===== config.mk =====
export PLATFORM = sky130hd
export DESIGN_NAME = hcbp_out_fifo
export DESIGN_NICKNAME = d
export VERILOG_FILES = /design/src/design/hcbp_pkg.sv /design/src/design/hcbp_out_fifo.sv
export SDC_FILE = /design/constraint.sdc
export NUM_CORES = 1
export LEC_CHECK = 0
export ABC_AREA = 0
export BUFFER_PORTS_ARGS = -buffer_cell sky130_fd_sc_hd__buf_2
export CAP_MARGIN = 20
export CORE_UTILIZATION = 55
export DETAILED_ROUTE_END_ITERATION = 7
export HOLD_SLACK_MARGIN = 0.08
export PLACE_DENSITY = 0.89
export SETUP_SLACK_MARGIN = 0.05
export SLEW_MARGIN = 20
export SYNTH_ARGS = -nofsm -noshare
export SYNTH_HDL_FRONTEND = slang
export SYNTH_SLANG_ARGS = --single-unit

===== constraint.sdc =====
create_clock -name clk_i -period 3.5 [get_ports clk_i]
set_input_delay 0.7 -clock clk_i [delete_from_list [all_inputs] [get_ports clk_i]]
set_output_delay 0.7 -clock clk_i [all_outputs]
set_load 0.02 [all_outputs]

===== src/design/hcbp_pkg.sv =====
package hcbp_pkg;

  // table geometry
  localparam int MAX_CODE_LEN = 16;
  localparam int SYMBOL_COUNT = 256;
  localparam int SYM_W        = (SYMBOL_COUNT > 1) ? $clog2(SYMBOL_COUNT) : 1;
  localparam int CODE_W       = 16;
  localparam int LEN_W        = 5;
  localparam int LEN_LIMIT    = (MAX_CODE_LEN < CODE_W) ? MAX_CODE_LEN : CODE_W;

  // output queue geometry
  localparam int FIFO_DEPTH = 4;
  localparam int FIFO_PTR_W = $clog2(FIFO_DEPTH);
  localparam int FIFO_CNT_W = $clog2(FIFO_DEPTH + 1);

  // full byte marker for bits_valid
  localparam logic [3:0] FULL_BYTE = 4'd8;

  typedef enum logic [1:0] {
    REQ_LOAD   = 2'd0,
    REQ_ENCODE = 2'd1,
    REQ_FLUSH  = 2'd2,
    REQ_RSVD   = 2'd3
  } req_type_e;

  typedef struct packed {
    logic [1:0]  req_type;
    logic [7:0]  symbol;
    logic [15:0] code_word;
    logic [4:0]  code_length;
  } in_t;

  typedef struct packed {
    logic [7:0]  out_byte;
    logic [3:0]  bits_valid;
    logic        run_end;
    logic        is_final;
    logic [31:0] total_bytes;
  } out_t;

  // up to two results produced by one item
  typedef struct packed {
    logic [1:0] num;
    out_t       res0;
    out_t       res1;
  } res_pair_t;

endpackage


===== src/design/hcbp_out_fifo.sv =====
module hcbp_out_fifo (
  input  logic                 clk_i,
  input  logic                 rst_ni,
  input  logic                 wr_en_i,
  input  hcbp_pkg::res_pair_t  wr_data_i,
  output logic                 room2_o,
  output logic                 out_valid_o,
  input  logic                 out_ready_i,
  output hcbp_pkg::out_t       out_data_o
);
  import hcbp_pkg::*;

  out_t mem_q [FIFO_DEPTH];
  logic [FIFO_PTR_W-1:0] wr_ptr_q, rd_ptr_q;
  logic [FIFO_CNT_W-1:0] cnt_q;
  logic [1:0]            wr_num;
  logic                  rd;
  logic [FIFO_PTR_W-1:0] wr_ptr_p1;

  assign wr_num      = wr_en_i ? wr_data_i.num : 2'd0;
  assign rd          = out_valid_o && out_ready_i;
  assign wr_ptr_p1   = wr_ptr_q + FIFO_PTR_W'(1);
  assign out_valid_o = (cnt_q != '0);
  assign out_data_o  = mem_q[rd_ptr_q];
  assign room2_o     = (cnt_q <= FIFO_CNT_W'(FIFO_DEPTH - 2));

  // storage, up to two entries written per transaction
  always_ff @(posedge clk_i) begin
    if (wr_num != 2'd0) begin
      mem_q[wr_ptr_q] <= wr_data_i.res0;
    end
    if (wr_num == 2'd2) begin
      mem_q[wr_ptr_p1] <= wr_data_i.res1;
    end
  end

  // pointers and fill level
  always_ff @(posedge clk_i or negedge rst_ni) begin
    if (!rst_ni) begin
      wr_ptr_q <= '0;
      rd_ptr_q <= '0;
      cnt_q    <= '0;
    end else begin
      wr_ptr_q <= wr_ptr_q + FIFO_PTR_W'(wr_num);
      if (rd) begin
        rd_ptr_q <= rd_ptr_q + FIFO_PTR_W'(1);
      end
      cnt_q <= cnt_q + FIFO_CNT_W'(wr_num) - FIFO_CNT_W'(rd);
    end
  end

endmodule


# Word-level counts from Yosys, hierarchy flattened
# Memories as Yosys holds them, arrays and structs flattened.
# Cells that the tools add are included.
[op_classes]
order_cmp = 1
n_eq_ne = 1
n_mux = 5
n_addsub = 5
n_reduce_logical = 3
[op_table]
columns = ["op", "count"]
rows = [
  ["adder 2 x 1 -> 2 bit (second input constant)", 2],
  ["2-to-1 mux 1 bit", 4],
  ["adder 3 x 2 -> 3 bit", 1],
  ["<= comparator 3 x 2 -> 1 bit (second input constant)", 1],
  ["nonzero test 3 bit", 1],
  ["subtractor 3 x 1 -> 3 bit", 1],
  ["adder 2 bit", 1],
  ["== test 2 bit (second input constant)", 1],
  ["2-to-1 mux 2 bit", 1],
  ["nonzero test 2 bit", 1],
  ["logical AND 1 bit", 1],
]
[totals]
ramBits = 184
output_inout_bits = 48
memories = 1
in_bits = 98
regBits = 7
wordCells = 19
[mem_list]
columns = ["name", "depth", "word_bits", "rd", "rd_ports_with_merged_regs", "write_ports", "line", "text"]
rows = [
  ["mem_q", 4, 46, 1, 0, 2, "hcbp_out_fifo.sv:13", "out_t mem_q [FIFO_DEPTH];"],
]

# Longest topological paths before layout
[logic_depth]
depth_word = 4
ltp_mapped = 8
mapped_depth_nobuf = 7

# Least setup slack after synthesis
# Ideal clock, no wire load.
[synth_path]
kind = "input port to flip-flop"
from = "input wr_data_i[92] (netlist name)"
to = "memory mem_q[1][0] (netlist name) (enable)"
slack_ns = -0.051
path_buffers = 1
stages = 4
required_time_ns = 3.050
arrival_ns = 3.101
path_cell_list = "buf_2 -> mux2_2 -> nand2_1 -> nor2_1"
[synth_rtl]
columns = ["item", "line", "text"]
rows = [
  ["start, declared", "hcbp_out_fifo.sv:5", "input hcbp_pkg::res_pair_t wr_data_i,"],
  ["end, declared", "hcbp_out_fifo.sv:13", ""],
]

==> impl_metrics.env <==
export IMPL_outcome="completed"
export IMPL_die_w_um=133
export IMPL_muxShareOfSynthArea_pct=34.4
export IMPL_synth_top_family_by_area="multiplexers"
export IMPL_final_nets=745
export IMPL_hold_buffers=0
export IMPL_grt_pass1_vias=5821
export IMPL_synth_ff_type="edfxtp_1"
export IMPL_p_total_w=0.00774
export IMPL_cts_resized_gates=0
export IMPL_internal_power_w=0.00523
export IMPL_cp_startpoint="rd_ptr_q[0]"
export IMPL_dieArea_mm2=0.0178
export IMPL_worst_clock_skew_ns=0.00821
export IMPL_rows=47
export IMPL_p_switching_w=0.00250
export IMPL_cts_buffers=17
export IMPL_drv_slew=0
export IMPL_worstPathArrival_ns=2.18
export IMPL_pwr_share_comb_pct=33.6
export IMPL_r2r_end="mem_q[3][27]"
export IMPL_yosys_top_cells_count="edfxtp_1 (184), mux2_2 (139), mux4_2 (46)"
export IMPL_worstHoldPathType="in2async"
export IMPL_place_congestion=0.809
export IMPL_ys_warn_count=0
export IMPL_endpoint_kind="primary output"
export IMPL_setup_viol=0
export IMPL_vias_per_cell=5.91
export IMPL_drtPass1Iterations=4
export IMPL_switching_share_pct=32.3
export IMPL_drv_cap=0
export IMPL_rsz0062_at_grt="no"
export IMPL_fin_cells=875
export IMPL_synthCells=491
export IMPL_grt_first_pass_wirelength_um=31400
export IMPL_synth_edf_count=184
export IMPL_final_layout_size_suffix_gt1_share_pct=65.6
export IMPL_routedWlPerCell_um=22.8
export IMPL_port_buffers=145
export IMPL_antenna_left=0
export IMPL_irDropWorstVdd_mv=0.416
export IMPL_antenna_found_initial=0
export IMPL_yosysTopAreaCellShare_pct=58.1
export IMPL_clkLatencyLatePin_ns=0.43
export IMPL_diodes=0
export IMPL_cts_tree="done"
export IMPL_cp_required_ns=2.80
export IMPL_p_clk_share_pct=24.4
export IMPL_core_area_mm2=0.0167
export IMPL_rrSetupSlack_ns=1.09
export IMPL_use_met2_pct=43.5
export IMPL_cts_setup_buffers=0
export IMPL_cts_buffer_depth=2
export IMPL_track_usage_pct=23.9
export IMPL_p_leak_nw=4.05
export IMPL_syn_avg_cell_area_um2=19.4
export IMPL_die_h_um=133
export IMPL_crit_path_max_fanout=19
export IMPL_grtUsageMet1_pct=27.7
export IMPL_fin_crit_ns=2.88
export IMPL_synth_compound_area_share_pct=0.303
export IMPL_async_flop_share_pct=3.66
export IMPL_report_final_hold_viol_count=0
export IMPL_crit_type="reg2out"
export IMPL_synth_simple_gate_area_share_pct=1.30
export IMPL_synth_seq_cells=191
export IMPL_timing_rr_start="wr_ptr_q[1]"
export IMPL_synth_area_mm2=0.00951
export IMPL_r2r_worst_path_cells=3
export IMPL_maxSlewHeadroom_pct=34.9
export IMPL_fmax_mhz=347
export IMPL_path_clk_slew_ns=0.06
export IMPL_wl_um=20000
export IMPL_ctsHtreeMaxLevel=4
export IMPL_top_usage_layer="met2"
export IMPL_start_util_pct=56.9
export IMPL_dr_total_vias=5174
export IMPL_period_share_pct=82.3
export IMPL_dp_cells=843
export IMPL_power_density_mw_per_mm2=701
export IMPL_synth_xor_area_share_pct=0.553
export IMPL_syn2layout_area_growth_pct=16.0
export IMPL_p_seq_share_pct=42.0
export IMPL_startpoint_type="flip-flop"
export IMPL_synth_cell_type_count=32
export IMPL_grt_met3_usage_pct=5.37
export IMPL_grt_ovfl_total=0
export IMPL_boundaryPins=146
export IMPL_worstSetupEndpoint="out_data_o[27]"
export IMPL_synth_area_leaders="edfxtp_1 (58%), mux2_2 (16%), mux4_2 (11%)"
export IMPL_synth_nets=594
export IMPL_clkSinkCount=191
export IMPL_cts_root_buf="clkbuf_16"
export IMPL_drc_errors=0
export IMPL_yosysMostFrequentCell="edfxtp_1"
export IMPL_dp_hpwl_um=12600
export IMPL_tightest_slew_ns=0.976
export IMPL_ys_seq_area_share_pct=60.0
export IMPL_yosysTopAreaCell="edfxtp_1"
export IMPL_first_iter_violations=296
export IMPL_synth_fa_ha_area_share_pct=0.737
export IMPL_grt_max_degree=47
-- worst min path at each step --
| stage | from | endpoint | slack, ns | cells after the start |
|---|---|---|---|---|
| floorplan | rst_ni | cnt_q[0] | 0.40 | 0 |
| global placement | cnt_q[2] | cnt_q[2] | 0.50 | 1 |
| detailed placement | cnt_q[2] | cnt_q[2] | 0.54 | 1 |
| CTS | rst_ni | cnt_q[1] | 0.09 | 1 |
| global route | rst_ni | cnt_q[1] | 0.1 | 1 |
| finish | rst_ni | cnt_q[0] | 0.10 | 1 |
-- logic make-up after synthesis --
| family | Yosys count |
|---|---|
| adders and majority gates | 5 |
| DFF | 191 |
| AOI/OAI and AO/OA | 4 |
| xor gates and xnor gates | 6 |
| buffers and inverters | 37 |
| muxes | 231 |
| and+or+nand+nor | 17 |
-- layout make-up --
class                      count  area (um^2)
tap                          220          275
inverter                       6         22.5
clock buffer                  19          433
clock inverter                13          139
fill                        1194         5670
sequential                   191         5710
timing repair buffer         163          886
multi-input combinational    263         3570
-- layer usage --
metal	part of all wire (%)	vias up
li1	-	2307
met1	39	2692
met2	55	165
met3	5.6	10
met4	0.69	0
met5	0	-
-- per-stage QoR --
step	cell area (um^2)	util, %	worst slack [ns]	hold slack, ns	TNS, ns
final	11000	66.0	0.620	0.103	0
after global routing	11000	66.0	0.485	0.0958	0
after CTS	11000	66.0	0.540	0.0878	0
after detailed placement	10500	62.6	0.913	0.538	0
after global placement	10500	62.6	0.965	0.499	0
after floorplan	9510	-	-0.0506	0.404	-4.65
-- worst max-delay path, stage by stage, from the launching register on --
cell and delay (ns):
dfrtp_4 0.69, buf_4 0.33, mux4_2 0.55, buf_2 0.18
-- cell usage in the layout, fill, tap and decap left out, types with 2 or more instances in the layout --
cell type     n
edfxtp_1    184
buf_4        16
xor2_1        2
o21a_2        2
inv_6         3
buf_12        2
xnor2_1       4
clkinv_4      2
inv_1         5
bufinv_16     2
nor2_4        2
ha_1          4
mux4_2       46
mux2_1        6
clkbuf_16    17
mux2_2      139
nand2_1       4
buf_2       145
clkinv_2      4
nor3_1        2
clkinvlp_4    2
mux2_4       40
clkbuf_1      2
dfrtp_1       5
-- state kept, by name, indices dropped and copies added (netlist names) --
name and count:
wr_ptr_q 2, cnt_q 3, rd_ptr_q 2, mem_q 184
-- power groups by stage --
stage / clock network (W) / logic [W] / registers [W]
5_1_grt: 0.00200 / 0.00277 / 0.00330
4_1_cts: 0.00193 / 0.00264 / 0.00327
3_3_place_gp: 0 / 0.00257 / 0.00327
3_5_place_dp: 0 / 0.00262 / 0.00331
6_report: 0.00189 / 0.00260 / 0.00325
2_1_floorplan: 0 / 0.00196 / 0.00312
No activity file was read; power rests on OpenSTA's default activity.
