`config.mk`:
```
export PLATFORM = sky130hd
export DESIGN_NAME = hcbp_packer
export DESIGN_NICKNAME = d
export VERILOG_FILES = /design/src/design/hcbp_pkg.sv /design/src/design/hcbp_packer.sv
export SDC_FILE = /design/constraint.sdc
export NUM_CORES = 1
export LEC_CHECK = 0
export BUFFER_PORTS_ARGS = -buffer_cell sky130_fd_sc_hd__clkbuf_2
export CAP_MARGIN = 40
export CORE_MARGIN = 5
export CORE_UTILIZATION = 55
export DETAILED_ROUTE_END_ITERATION = 12
export GPL_TIMING_DRIVEN = 0
export PLACE_DENSITY = 0.8
export SYNTH_ARGS = -nofsm -noshare
export SYNTH_HDL_FRONTEND = slang
export SYNTH_SLANG_ARGS = --single-unit
```
`constraint.sdc`:
```
create_clock -name clk_i -period 4.5 [get_ports clk_i]
set_input_delay 0.225 -clock clk_i [delete_from_list [all_inputs] [get_ports clk_i]]
set_output_delay 0.225 -clock clk_i [all_outputs]
set_load 0.01 [all_outputs]
```
`src/design/hcbp_pkg.sv`:
```
package hcbp_pkg;

  // table geometry
  localparam int MAX_CODE_LEN = 16;
  localparam int SYMBOL_COUNT = 256;
  localparam int SYM_W        = (SYMBOL_COUNT > 1) ? $clog2(SYMBOL_COUNT) : 1;
  localparam int CODE_W       = 16;
  localparam int LEN_W        = 5;
  localparam int LEN_LIMIT    = (MAX_CODE_LEN < CODE_W) ? MAX_CODE_LEN : CODE_W;

  // output queue geometry
  localparam int FIFO_DEPTH = 4;
  localparam int FIFO_PTR_W = $clog2(FIFO_DEPTH);
  localparam int FIFO_CNT_W = $clog2(FIFO_DEPTH + 1);

  // full byte marker for bits_valid
  localparam logic [3:0] FULL_BYTE = 4'd8;

  typedef enum logic [1:0] {
    REQ_LOAD   = 2'd0,
    REQ_ENCODE = 2'd1,
    REQ_FLUSH  = 2'd2,
    REQ_RSVD   = 2'd3
  } req_type_e;

  typedef struct packed {
    logic [1:0]  req_type;
    logic [7:0]  symbol;
    logic [15:0] code_word;
    logic [4:0]  code_length;
  } in_t;

  typedef struct packed {
    logic [7:0]  out_byte;
    logic [3:0]  bits_valid;
    logic        run_end;
    logic        is_final;
    logic [31:0] total_bytes;
  } out_t;

  // up to two results produced by one item
  typedef struct packed {
    logic [1:0] num;
    out_t       res0;
    out_t       res1;
  } res_pair_t;

endpackage

```
`src/design/hcbp_packer.sv`:
```
module hcbp_packer (
  input  logic                         clk_i,
  input  logic                         rst_ni,
  input  logic                         fire_i,
  input  logic [1:0]                   req_i,
  input  logic [hcbp_pkg::CODE_W-1:0]  code_i,
  input  logic [hcbp_pkg::LEN_W-1:0]   len_i,
  output hcbp_pkg::res_pair_t          res_o
);
  import hcbp_pkg::*;

  logic [6:0]  pend_q, pend_d;
  logic [2:0]  cnt_q, cnt_d;
  logic [31:0] bytes_q, bytes_d;

  logic [16:0] code_mask;
  logic [15:0] bits;
  logic [22:0] acc;
  logic [4:0]  tot;
  logic [4:0]  rem;
  logic [22:0] sh0, sh1;
  logic [7:0]  rem_mask;
  logic        two_bytes, one_byte;
  logic [14:0] flush_sh;

  // merge the code into the pending bits and cut out full bytes
  always_comb begin
    code_mask = (17'd1 << len_i) - 17'd1;
    bits      = code_i & code_mask[15:0];
    acc       = ({16'd0, pend_q} << len_i) | {7'd0, bits};
    tot       = {2'd0, cnt_q} + len_i;
    two_bytes = (tot >= 5'd16);
    one_byte  = (tot >= 5'd8);
    sh0       = acc >> (tot - 5'd8);
    sh1       = acc >> (tot - 5'd16);
    if (two_bytes) begin
      rem = tot - 5'd16;
    end else if (one_byte) begin
      rem = tot - 5'd8;
    end else begin
      rem = tot;
    end
    rem_mask = (8'd1 << rem) - 8'd1;
    flush_sh = {8'd0, pend_q} << (4'd8 - {1'b0, cnt_q});
  end

  // results and next state per request type
  always_comb begin
    res_o   = '0;
    pend_d  = pend_q;
    cnt_d   = cnt_q;
    bytes_d = bytes_q;
    unique case (req_i)
      REQ_ENCODE: begin
        res_o.res0.out_byte   = sh0[7:0];
        res_o.res0.bits_valid = FULL_BYTE;
        res_o.res0.run_end    = !two_bytes;
        res_o.res1.out_byte   = sh1[7:0];
        res_o.res1.bits_valid = FULL_BYTE;
        res_o.res1.run_end    = 1'b1;
        res_o.num = two_bytes ? 2'd2 : (one_byte ? 2'd1 : 2'd0);
        pend_d  = acc[6:0] & rem_mask[6:0];
        cnt_d   = rem[2:0];
        bytes_d = bytes_q + {30'd0, res_o.num};
      end
      REQ_FLUSH: begin
        res_o.num               = 2'd1;
        res_o.res0.out_byte     = flush_sh[7:0];
        res_o.res0.bits_valid   = {1'b0, cnt_q};
        res_o.res0.run_end      = 1'b1;
        res_o.res0.is_final     = 1'b1;
        res_o.res0.total_bytes  = bytes_q + {31'd0, (cnt_q != 3'd0)};
        pend_d  = '0;
        cnt_d   = '0;
        bytes_d = '0;
      end
      REQ_LOAD, REQ_RSVD: begin
        res_o.num = 2'd0;
      end
      default: begin
        res_o.num = 2'd0;
      end
    endcase
  end

  // pending bits and stream byte count
  always_ff @(posedge clk_i or negedge rst_ni) begin
    if (!rst_ni) begin
      pend_q  <= '0;
      cnt_q   <= '0;
      bytes_q <= '0;
    end else if (fire_i) begin
      pend_q  <= pend_d;
      cnt_q   <= cnt_d;
      bytes_q <= bytes_d;
    end
  end

endmodule

```
Word-level counts from Yosys, hierarchy flattened
Index checks and enable logic that the tools add are counted.

operators by class
  add/subtract/negate cells = 8
  order comparisons = 2
  equal/unequal tests = 3
  shifts and indexed selects = 6
  multiplexer cells = 11
  bitwise operators = 3
  reduce and logical (&&, ||, !) cells = 6

operators with widths
  cell                   count
  $pmux 32 s2            1
  $shr 23x5->8           2
  $mux 33                1
  $add 32x1->32          1
  $add 32x2->32          1
  $pmux 13 s2            1
  $or 23x16->23          1
  $shl 7x5->23           1
  $and 16x16->16         1
  $shl 1x5->16 const A   1
  $sub 16x1->16 const B  1
  $pmux 7 s2             1
  $mux 13                1
  $mux 5                 2
  $shl 7x4->8            1
  $and 7x7->7            1
  $shl 1x5->7 const A    1
  $sub 7x1->7 const B    1
  $pmux 2 s3             1
  $pmux 3 s2             1
  $add 3x5->5            1
  $ge 5x4->1 const B     1
  $ge 5x5->1 const B     1
  $sub 5x4->5 const B    1
  12 further kinds       13

storage, ports and cells
  bits in registers = 42
  bits of input ports = 26
  output and inout bits = 94
  logic and storage cells = 42

Logic depth before layout (Yosys ltp)
Gate-level depths: netlist of the first run.

  depth after elaboration = 8
  mapped depth = 20
  mapped depth without buffers = 18

Least setup slack after synthesis of the first run
No wires, ideal clock.

  path type = register to register
  from = register cnt_q[1]
  to = register bytes_q[30]
  setup time = 0.078 ns
  arrival = 3.875 ns
  required time = 4.422 ns
  setup slack = 0.547 ns
  stages on the path, launching flop included = 21
  buffers on the path = 2
  clock period less this slack = 3.953 ns
  path through = dfrtp_1 -> ha_1 -> a21o_1 -> a21oi_1 -> xnor2_1 -> inv_1 -> clkbuf_1 -> clkbuf_1 -> ha_1 -> nand3_1 -> nand2_1 -> a21oi_1 -> ha_1 -> inv_1 -> fa_1 -> nor2_1 -> nand3_1 -> nor2_1 -> nand2_1 -> or3_1 -> a21oi_1

on the way
  cells in the longest elaborated chain, start to end = 6
  elaborated cells between the ends (all ways) = 7
  classes of those cells = add/sub: 2; order compare: 2; mux: 3

ends and longest elaborated chain
  item                    RTL line           RTL
  from (decl)             hcbp_packer.sv:13  logic [2:0] cnt_q, cnt_d;
  from (signal assigned)  hcbp_packer.sv:94  cnt_q <= cnt_d;
  $add 3x5->5 (*)         hcbp_packer.sv:31  tot = {2'd0, cnt_q} + len_i;
  $ge 5x4->1              hcbp_packer.sv:33  one_byte = (tot >= 5'd8);
  $mux 1                  hcbp_packer.sv:61  res_o.num = two_bytes ? 2'd2 : (one_byte ? 2'd1 : 2'd0);
  $mux 2 (*)              hcbp_packer.sv:61
  $add 32x2->32 (*)       hcbp_packer.sv:64  bytes_d = bytes_q + {30'd0, res_o.num};
  $pmux 32 s2 (*)         hcbp_packer.sv:53  unique case (req_i)
  to (signal assigned)    hcbp_packer.sv:95  bytes_q <= bytes_d;
  to (decl)               hcbp_packer.sv:14  logic [31:0] bytes_q, bytes_d;

Every way passes the cells marked *; elsewhere a longest branch is shown, timed or not.
A chain may end at the register's enable or synchronous reset.

Worst setup path in the final report of the first run
  from = register cnt_q[0]
  to = register bytes_q[22]

Same word-level chain as after synthesis.

==> results of run 1 <==
==> layout by cell type, fill, tap and decap left out, types with 14 or more instances in the layout <==
| cell | instances |
|---|---|
| clkbuf_1 | 41 |
| or3_1 | 15 |
| nand2_1 | 96 |
| xor2_1 | 24 |
| conb_1 | 36 |
| clkbuf_2 | 84 |
| nand3_1 | 36 |
| nor3_1 | 21 |
| xnor2_1 | 31 |
| ha_1 | 16 |
| mux2i_1 | 18 |
| nor2_1 | 67 |
| and2_1 | 39 |
| buf_4 | 44 |
| o21ai_0 | 47 |
| a21oi_1 | 32 |
| inv_1 | 19 |
| dfrtp_1 | 41 |
| o211ai_1 | 26 |
| and3_1 | 14 |
==> cells in the mapped netlist, types with 4 or more instances <==
cell       count  area, um2
o311ai_0       5       43.8
nand2_1       98        368
or3_1         15       93.8
o211ai_1      26        195
nand3_1       36        180
buf_2         12       60.1
a211oi_1      12       90.1
inv_1         19       71.3
o221ai_1       5       43.8
o31ai_1        8       60.1
nor2b_1        9       56.3
and4_1         4       35.0
a31oi_1       12       75.1
nor2_1        69        259
nand2b_1       9       56.3
ha_1          16        200
a32oi_1        8       70.1
nand4_1       13       81.3
a22oi_1        5       37.5
and2_1        39        244
xor2_1        24        210
buf_4         41        308
o21ai_0       47        235
and3_1        14       87.6
mux2_2        12        135
mux4_2         6        135
or2_2          7       43.8
a21oi_1       33        165
a21boi_0       7       52.6
clkbuf_1      47        176
mux2i_1       18        180
xnor2_1       31        272
o32ai_1        4       35.0
o22ai_1        5       31.3
o21a_1         8       60.1
o2111ai_1      8       70.1
dfrtp_1       42       1050
nor4_1         4       25.0
nor3_1        21        105
==> sequential cells by signal, indices dropped and copies added (netlist names) <==
signal / cells
bytes_q: 32
cnt_q: 3
pend_q: 7
==> worst register-to-register path, stage by stage, from the launching register on <==
cell and delay (ps):
dfrtp_1 400, ha_1 220, fa_1 440, xnor2_1 320, clkbuf_4 300, buf_2 290
nand3_1 170, a21oi_4 230, ha_1 220, inv_1 70, fa_1 410, nor2_4 170
nand3_1 200, nor2_4 220, nand2_2 140, or3_1 320, a21oi_1 160
==> final cells by class <==
type                    count  share of cell area
inverters                  19             0.00971
clock inverters             3             0.00545
plain buffers             102              0.0777
flip-flops and latches     42               0.143
well taps                 143              0.0244
repair buffers             87              0.0647
multi-input cells         734               0.658
clock buffers               5              0.0170
==> power by group through the flow <==
stage,clock [W],sequential (W),combinational (W)
3_5_place_dp,0,0.000515,0.00223
5_1_grt,0.000429,0.000522,0.00256
3_3_place_gp,0,0.000511,0.00223
4_1_cts,0.000413,0.000510,0.00226
6_report,0.000413,0.000516,0.00237
2_1_floorplan,0,0.000479,0.00164
==> per-stage QoR <==
| step | setup WS (ps) | power [W] |
|---|---|---|
| after CTS | 38.4 | 0.00319 |
| final | 135 | 0.00329 |
| after global routing | -76.7 | 0.00351 |
| after global placement | -565 | 0.00274 |
| after detailed placement | -600 | 0.00275 |
| after floorplan | 547 | 0.00212 |
==> path summary, 6_finish.rpt <==
path | to | cells after the start | from | slack (ps)
max in group asynchronous | cnt_q[1]$_DFFE_PN0P_ | 3 | rst_ni | 3650
hold / removal | bytes_q[9]$_DFFE_PN0P_ | 2 | rst_ni | 360
min in group clk_i | pend_q[2]$_DFFE_PN0P_ | 3 | code_i[2] | 390
setup / recovery | bytes_q[22]$_DFFE_PN0P_ | 16 | cnt_q[0]$_DFFE_PN0P_ | 140
setup reg to reg | bytes_q[22]$_DFFE_PN0P_ | 16 | cnt_q[0]$_DFFE_PN0P_ | 140
hold reg to reg | bytes_q[0]$_DFFE_PN0P_ | 2 | bytes_q[0]$_DFFE_PN0P_ | 530
==> logic make-up after synthesis <==
family          after synthesis  share of synthesized area
compound gates              229                      0.253
simple gates                357                      0.285
flops                        42                      0.166
mux                          39                     0.0812
other cells                   1                   0.000592
fa+ha+maj                    18                     0.0380
xor+xnor                     55                     0.0761
buf+inv                     122                      0.100
==> timing repair <==
item / CTS / global route
hold endpoints to repair: 11 / 0
pin swaps: 0 / 3
resized for setup: 9 / 16
buffers inserted: 0 / 3
endpoints found under the setup margin: 23 / 26
hold buffers: 1 / 0
==> metal layers <==
| metal | vias to the layer above | GRT usage |
|---|---|---|
| met5 | - | 0 |
| met4 | 0 | 0.0558 |
| met3 | 34 | 0.0375 |
| met2 | 492 | 0.478 |
| met1 | 3245 | 0.454 |
| li1 | 3349 | - |
==> impl_metrics.toml, run 1 <==
[drt]
ant_nets = 0
drt-met1-wl_um = 8860
vias = 7120
dr_wl_met3_um = 2590
drcViolationCount = 0
first_pass_iters = 6
dr_wl_met2_um = 9560
dr.first_iter.drc_count = 866
dr.max_layer_used = "met4"
wire_per_inst_um = 18.8
wl_um = 21300
routed_via_density = 6.27

[setup_path]
cpMaxStageDelayCell = "fa_1"
slowest_delay_ps = 440
cp.required_ps = 4710
crit_path_end_kind = "flip-flop"
critPathLaunchType = "flip-flop"
critPathKind = "reg2reg"
arrival_ps = 4570
crit_family = "adder cells"
worst-path-buf-inv = 3
crit_fanout = 10
path_cells = "ha_1, fa_1, xnor2_1, clkbuf_4, buf_2, nand3_1, a21oi_4, ha_1, inv_1, fa_1, nor2_4, nand3_1, nor2_4, nand2_2, or3_1, a21oi_1"

[synth]
yosysSeqAreaShare = 0.166
yosysWarnings = 0
ys_types = 78
yosys_register_bits = 42
synth_edf_count = 0
postSynthCellCount = 863
syn_area_per_cell_um2 = 7.33
synthArstFlopShare = 1.00
netlist_area_mm2 = 0.00633
synth_top_flop_cell = "dfrtp_1"

[place]
dp_hpwl_um = 16600
placed_cells = 1124
globalplace.congestion = 1.01
dpl_cell_area_mm2 = 0.00707
port-buffer-count = 82

[clocking]
path_clk_slew_ps = 60
cts_tree = "yes"
clkSinkCount = 42
cts_max_level = 2
clockBufferDepth = 2
clock_latency_ps = 280
cts_buffers = 5
cts_root_buf = "clkbuf_16"

[timing]
min_period_over_period = 0.970
worstMarginPinSlew_ps = 770
skew_ps = 4.80
setup_viol = 0
whs_ps = 361
relSlewSlack = 0.485
post-route-min-period_ps = 4360
finalHoldViolCount = 0
report.final.slew_viol_count = 0
tns_ps = 0
fmax_mhz = 229

[power_and_ir_drop]
p_switching_w = 0.00178
pwr-share-comb = 0.718
powerDensity_mw_per_mm2 = 449
power.leakage_nw = 3.18
switching_share = 0.540
seq_power_share = 0.157
max-vdd-ir-drop_uv = 275
p_clk_frac = 0.125
internal-power_w = 0.00151

[floorplanning]
core_area_mm2 = 0.0114
die_height_um = 117
die_w_um = 117
start_util = 0.557
die-area_mm2 = 0.0138
io_pins = 120
rows = 39

[final_layout]
finalNetCount = 1035
seq_area_mm2 = 0.00105
utilization = 0.646
finish.instance_area_mm2 = 0.00735
diodes = 0
area_growth_pct = 16.1
fill_cells = 1078
fin_cells = 1135
drive_above_1_share = 0.199
multi_input_area_mm2 = 0.00483

[grt]
grt_overflow = 0
grt_max_degree = 32
antenna_found_initial = 0
grt_first_pass_wirelength_um = 33200
grt_usage = 0.305
grt_pass1_vias = 6342

[run_status]
status = "completed"

[job]
maxCapViolCount = 0

[min_path]
worstHoldPathType = "in2async"
(Power assumes the default switching activity.)
==> run 2: changes to the inputs <==
- ABC_AREA: unset -> 1
- PLACE_DENSITY: 0.8 -> 0.81
==> impl_metrics.toml, run 2 <==
[run_status]
status = "completed"

[drt]
dr.first_iter.drc_count = 809
drcViolationCount = 0
first_pass_iters = 6
ant_nets = 0
vias = 7346
wl_um = 20300
routed_via_density = 5.71
wire_per_inst_um = 15.8

[grt]
antenna_found_initial = 0
grt_first_pass_wirelength_um = 32000
grt_usage = 0.302
grt_max_degree = 33
grt_pass1_vias = 6680
grt_overflow = 0

[setup_path]
ff2ff_path_depth = 26
rr_startpoint = "cnt_q[0]$_DFFE_PN0P_"
crit_fanout = 5
crit_path_end_kind = "flip-flop"
cp.required_ps = 4720
rr_endpoint = "bytes_q[30]$_DFFE_PN0P_"
critPathLaunch = "cnt_q[0]$_DFFE_PN0P_"
arrival_ps = 4380
critPathLaunchType = "flip-flop"
critPathKind = "reg2reg"
r2r_slack_ps = 340

[timing]
skew_ps = 8.29
rsz0062_at_grt = "no"
worstMarginPinSlew_ps = 865
fmax_mhz = 241
post-route-min-period_ps = 4160
min_period_over_period = 0.924
report.final.slew_viol_count = 0
tns_ps = 0
setup_viol = 0
relSlewSlack = 0.421
finalHoldViolCount = 0
whs_ps = 342

[final_layout]
diodes = 0
top_register = "bytes_q"
finish.instance_area_mm2 = 0.00684
largest_register_ffs = 32
finalNetCount = 1193
final_common_cell = "nand3_1"
drive_above_1_share = 0.178
fin_cells = 1286
area_growth_pct = 16.1
top_regs = "bytes_q (32), pend_q (7), cnt_q (3)"
final_cell_mix = "nand3_1, nand2_1, inv_1, nor2_1, clkbuf_2"

[synth]
ys_types = 52
synthTopCellsByCount = "nand3_1, nand2_1, inv_1, nor2_1, a21oi_1"
yosysWarnings = 0
netlist_area_mm2 = 0.00589
yosysSeqAreaShare = 0.178
synthArstFlopShare = 1.00
yosys_register_bits = 42
synth_top_area_cell = "dfrtp_1"
ys_top_cells_by_area = "dfrtp_1, nand3_1, nand2_1, inv_1, a21oi_1"
postSynthCellCount = 1018
synth_edf_count = 0
synth_top_flop_cell = "dfrtp_1"
yosysMostFrequentCell = "nand3_1"
synth_top_area_frac = 0.178
syn_area_per_cell_um2 = 5.79

[clocking]
cts_tree = "yes"
cts_max_level = 2
clock_latency_ps = 300
clkSinkCount = 42
cts_buffers = 5
clockBufferDepth = 2
cts_root_buf = "clkbuf_8"
path_clk_slew_ps = 90

[power_and_ir_drop]
p_switching_w = 0.00164
max-vdd-ir-drop_uv = 303
power.leakage_nw = 3.13
pwr-share-comb = 0.729
p_clk_frac = 0.092
seq_power_share = 0.179
switching_share = 0.569
internal-power_w = 0.00124
powerDensity_mw_per_mm2 = 421

[place]
placed_cells = 1272
dp_hpwl_um = 16600
port-buffer-count = 82
dpl_cell_area_mm2 = 0.00663
globalplace.congestion = 1.04

[floorplanning]
die_height_um = 114
die-area_mm2 = 0.0129
start_util = 0.568
core_area_mm2 = 0.0104
rows = 37
io_pins = 120
die_w_um = 114

[min_path]
worstHoldPathType = "in2async"

[job]
maxCapViolCount = 0
run 2: cell count changes in the layout (fill, tap and decap cells not counted), moves of 30 or more:
cell	previous run	this run
xnor2_1	31	1
a21oi_1	32	75
nand2_1	96	173
nor2_1	67	97
nand3_1	36	189
inv_1	19	122
and2_1	39	0
run 2: cells by family (layout without fill, tap and decap cells):
family,after synthesis,in the layout,synth area share
muxes,1,1,0.00170
and+or+nand+nor,543,543,0.419
xor gates and xnor gates,5,5,0.0132
AOI/OAI and AO/OA,183,183,0.173
DFF,42,42,0.178
buffers and inverters,225,322,0.173
adders and majority gates,18,18,0.0408
other,1,36,0.000636
run 2: area by class of cell:
class | count | area, um2
clock inverter | 1 | 5.00
multi-input combinational | 786 | 4020
sequential | 42 | 1050
tap | 136 | 170
clock buffer | 7 | 86.3
fill | 1060 | 3530
inverter | 150 | 566
buffer | 73 | 450
timing repair buffer | 91 | 497
run 2: how the worst max path moves through the flow:
| stage | to | slack [ps] | depth (start not counted) |
|---|---|---|---|
| after global routing | bytes_q[30]$_DFFE_PN0P_ | 3 | 26 |
| final | bytes_q[30]$_DFFE_PN0P_ | 340 | 26 |
| after floorplan | bytes_q[30]$_DFFE_PN0P_ | 420 | 25 |
| after global placement | bytes_q[30]$_DFFE_PN0P_ | -650 | 26 |
| after detailed placement | bytes_q[30]$_DFFE_PN0P_ | -660 | 26 |
| after CTS | bytes_q[30]$_DFFE_PN0P_ | 30 | 26 |
run 2: metrics by stage:
step | total power (W) | setup WS [ps] | utilization
floorplan | 0.00198 | 416 | -
global placement | 0.00250 | -651 | 0.637
detailed placement | 0.00252 | -656 | 0.639
CTS | 0.00281 | 34.9 | 0.652
global route | 0.00313 | 3.17 | 0.660
finish | 0.00288 | 343 | 0.660
run 2: per-layer routing:
metal / vias up / track usage / part of all wire
li1: 3582 / - / -
met1: 3284 / 0.383 / 0.40
met2: 417 / 0.516 / 0.47
met3: 63 / 0.0361 / 0.092
met4: 0 / 0.132 / 0.039
met5: - / 0 / 0
run 2: what timing repair did:
item / 4_1_cts / 5_1_grt
pin swaps: 2 / 6
buffers inserted: 2 / 5
hold buffers: 1 / 0
endpoints found under the hold margin: 10 / 0
endpoints found under the setup margin: 20 / 12
gates resized for setup: 3 / 15
run 2: power by group through the flow:
| stage | logic [W] | registers, W | clock network (W) |
|---|---|---|---|
| 2_1_floorplan | 0.00148 | 0.000499 | 0 |
| 3_3_place_gp | 0.00198 | 0.000520 | 0 |
| 3_5_place_dp | 0.00199 | 0.000521 | 0 |
| 4_1_cts | 0.00203 | 0.000514 | 0.000265 |
| 5_1_grt | 0.00233 | 0.000526 | 0.000274 |
| 6_report | 0.00210 | 0.000517 | 0.000265 |
run 2: worst max-delay path, cell delays in order (launching register included):
cell,delay (ps)
dfrtp_2,430
ha_1,230
fa_1,390
inv_1,80
o21ai_0,90
nand2_1,120
xor2_2,300
buf_6,160
inv_1,50
ha_1,170
nand2_1,70
nand2_2,140
inv_1,90
ha_1,160
inv_1,50
fa_1,350
nor2_1,100
inv_1,90
nor2_4,140
inv_2,80
nor2_2,110
inv_2,90
nor2_4,140
inv_2,70
nor2_1,130
a21oi_1,80
nor3_1,160
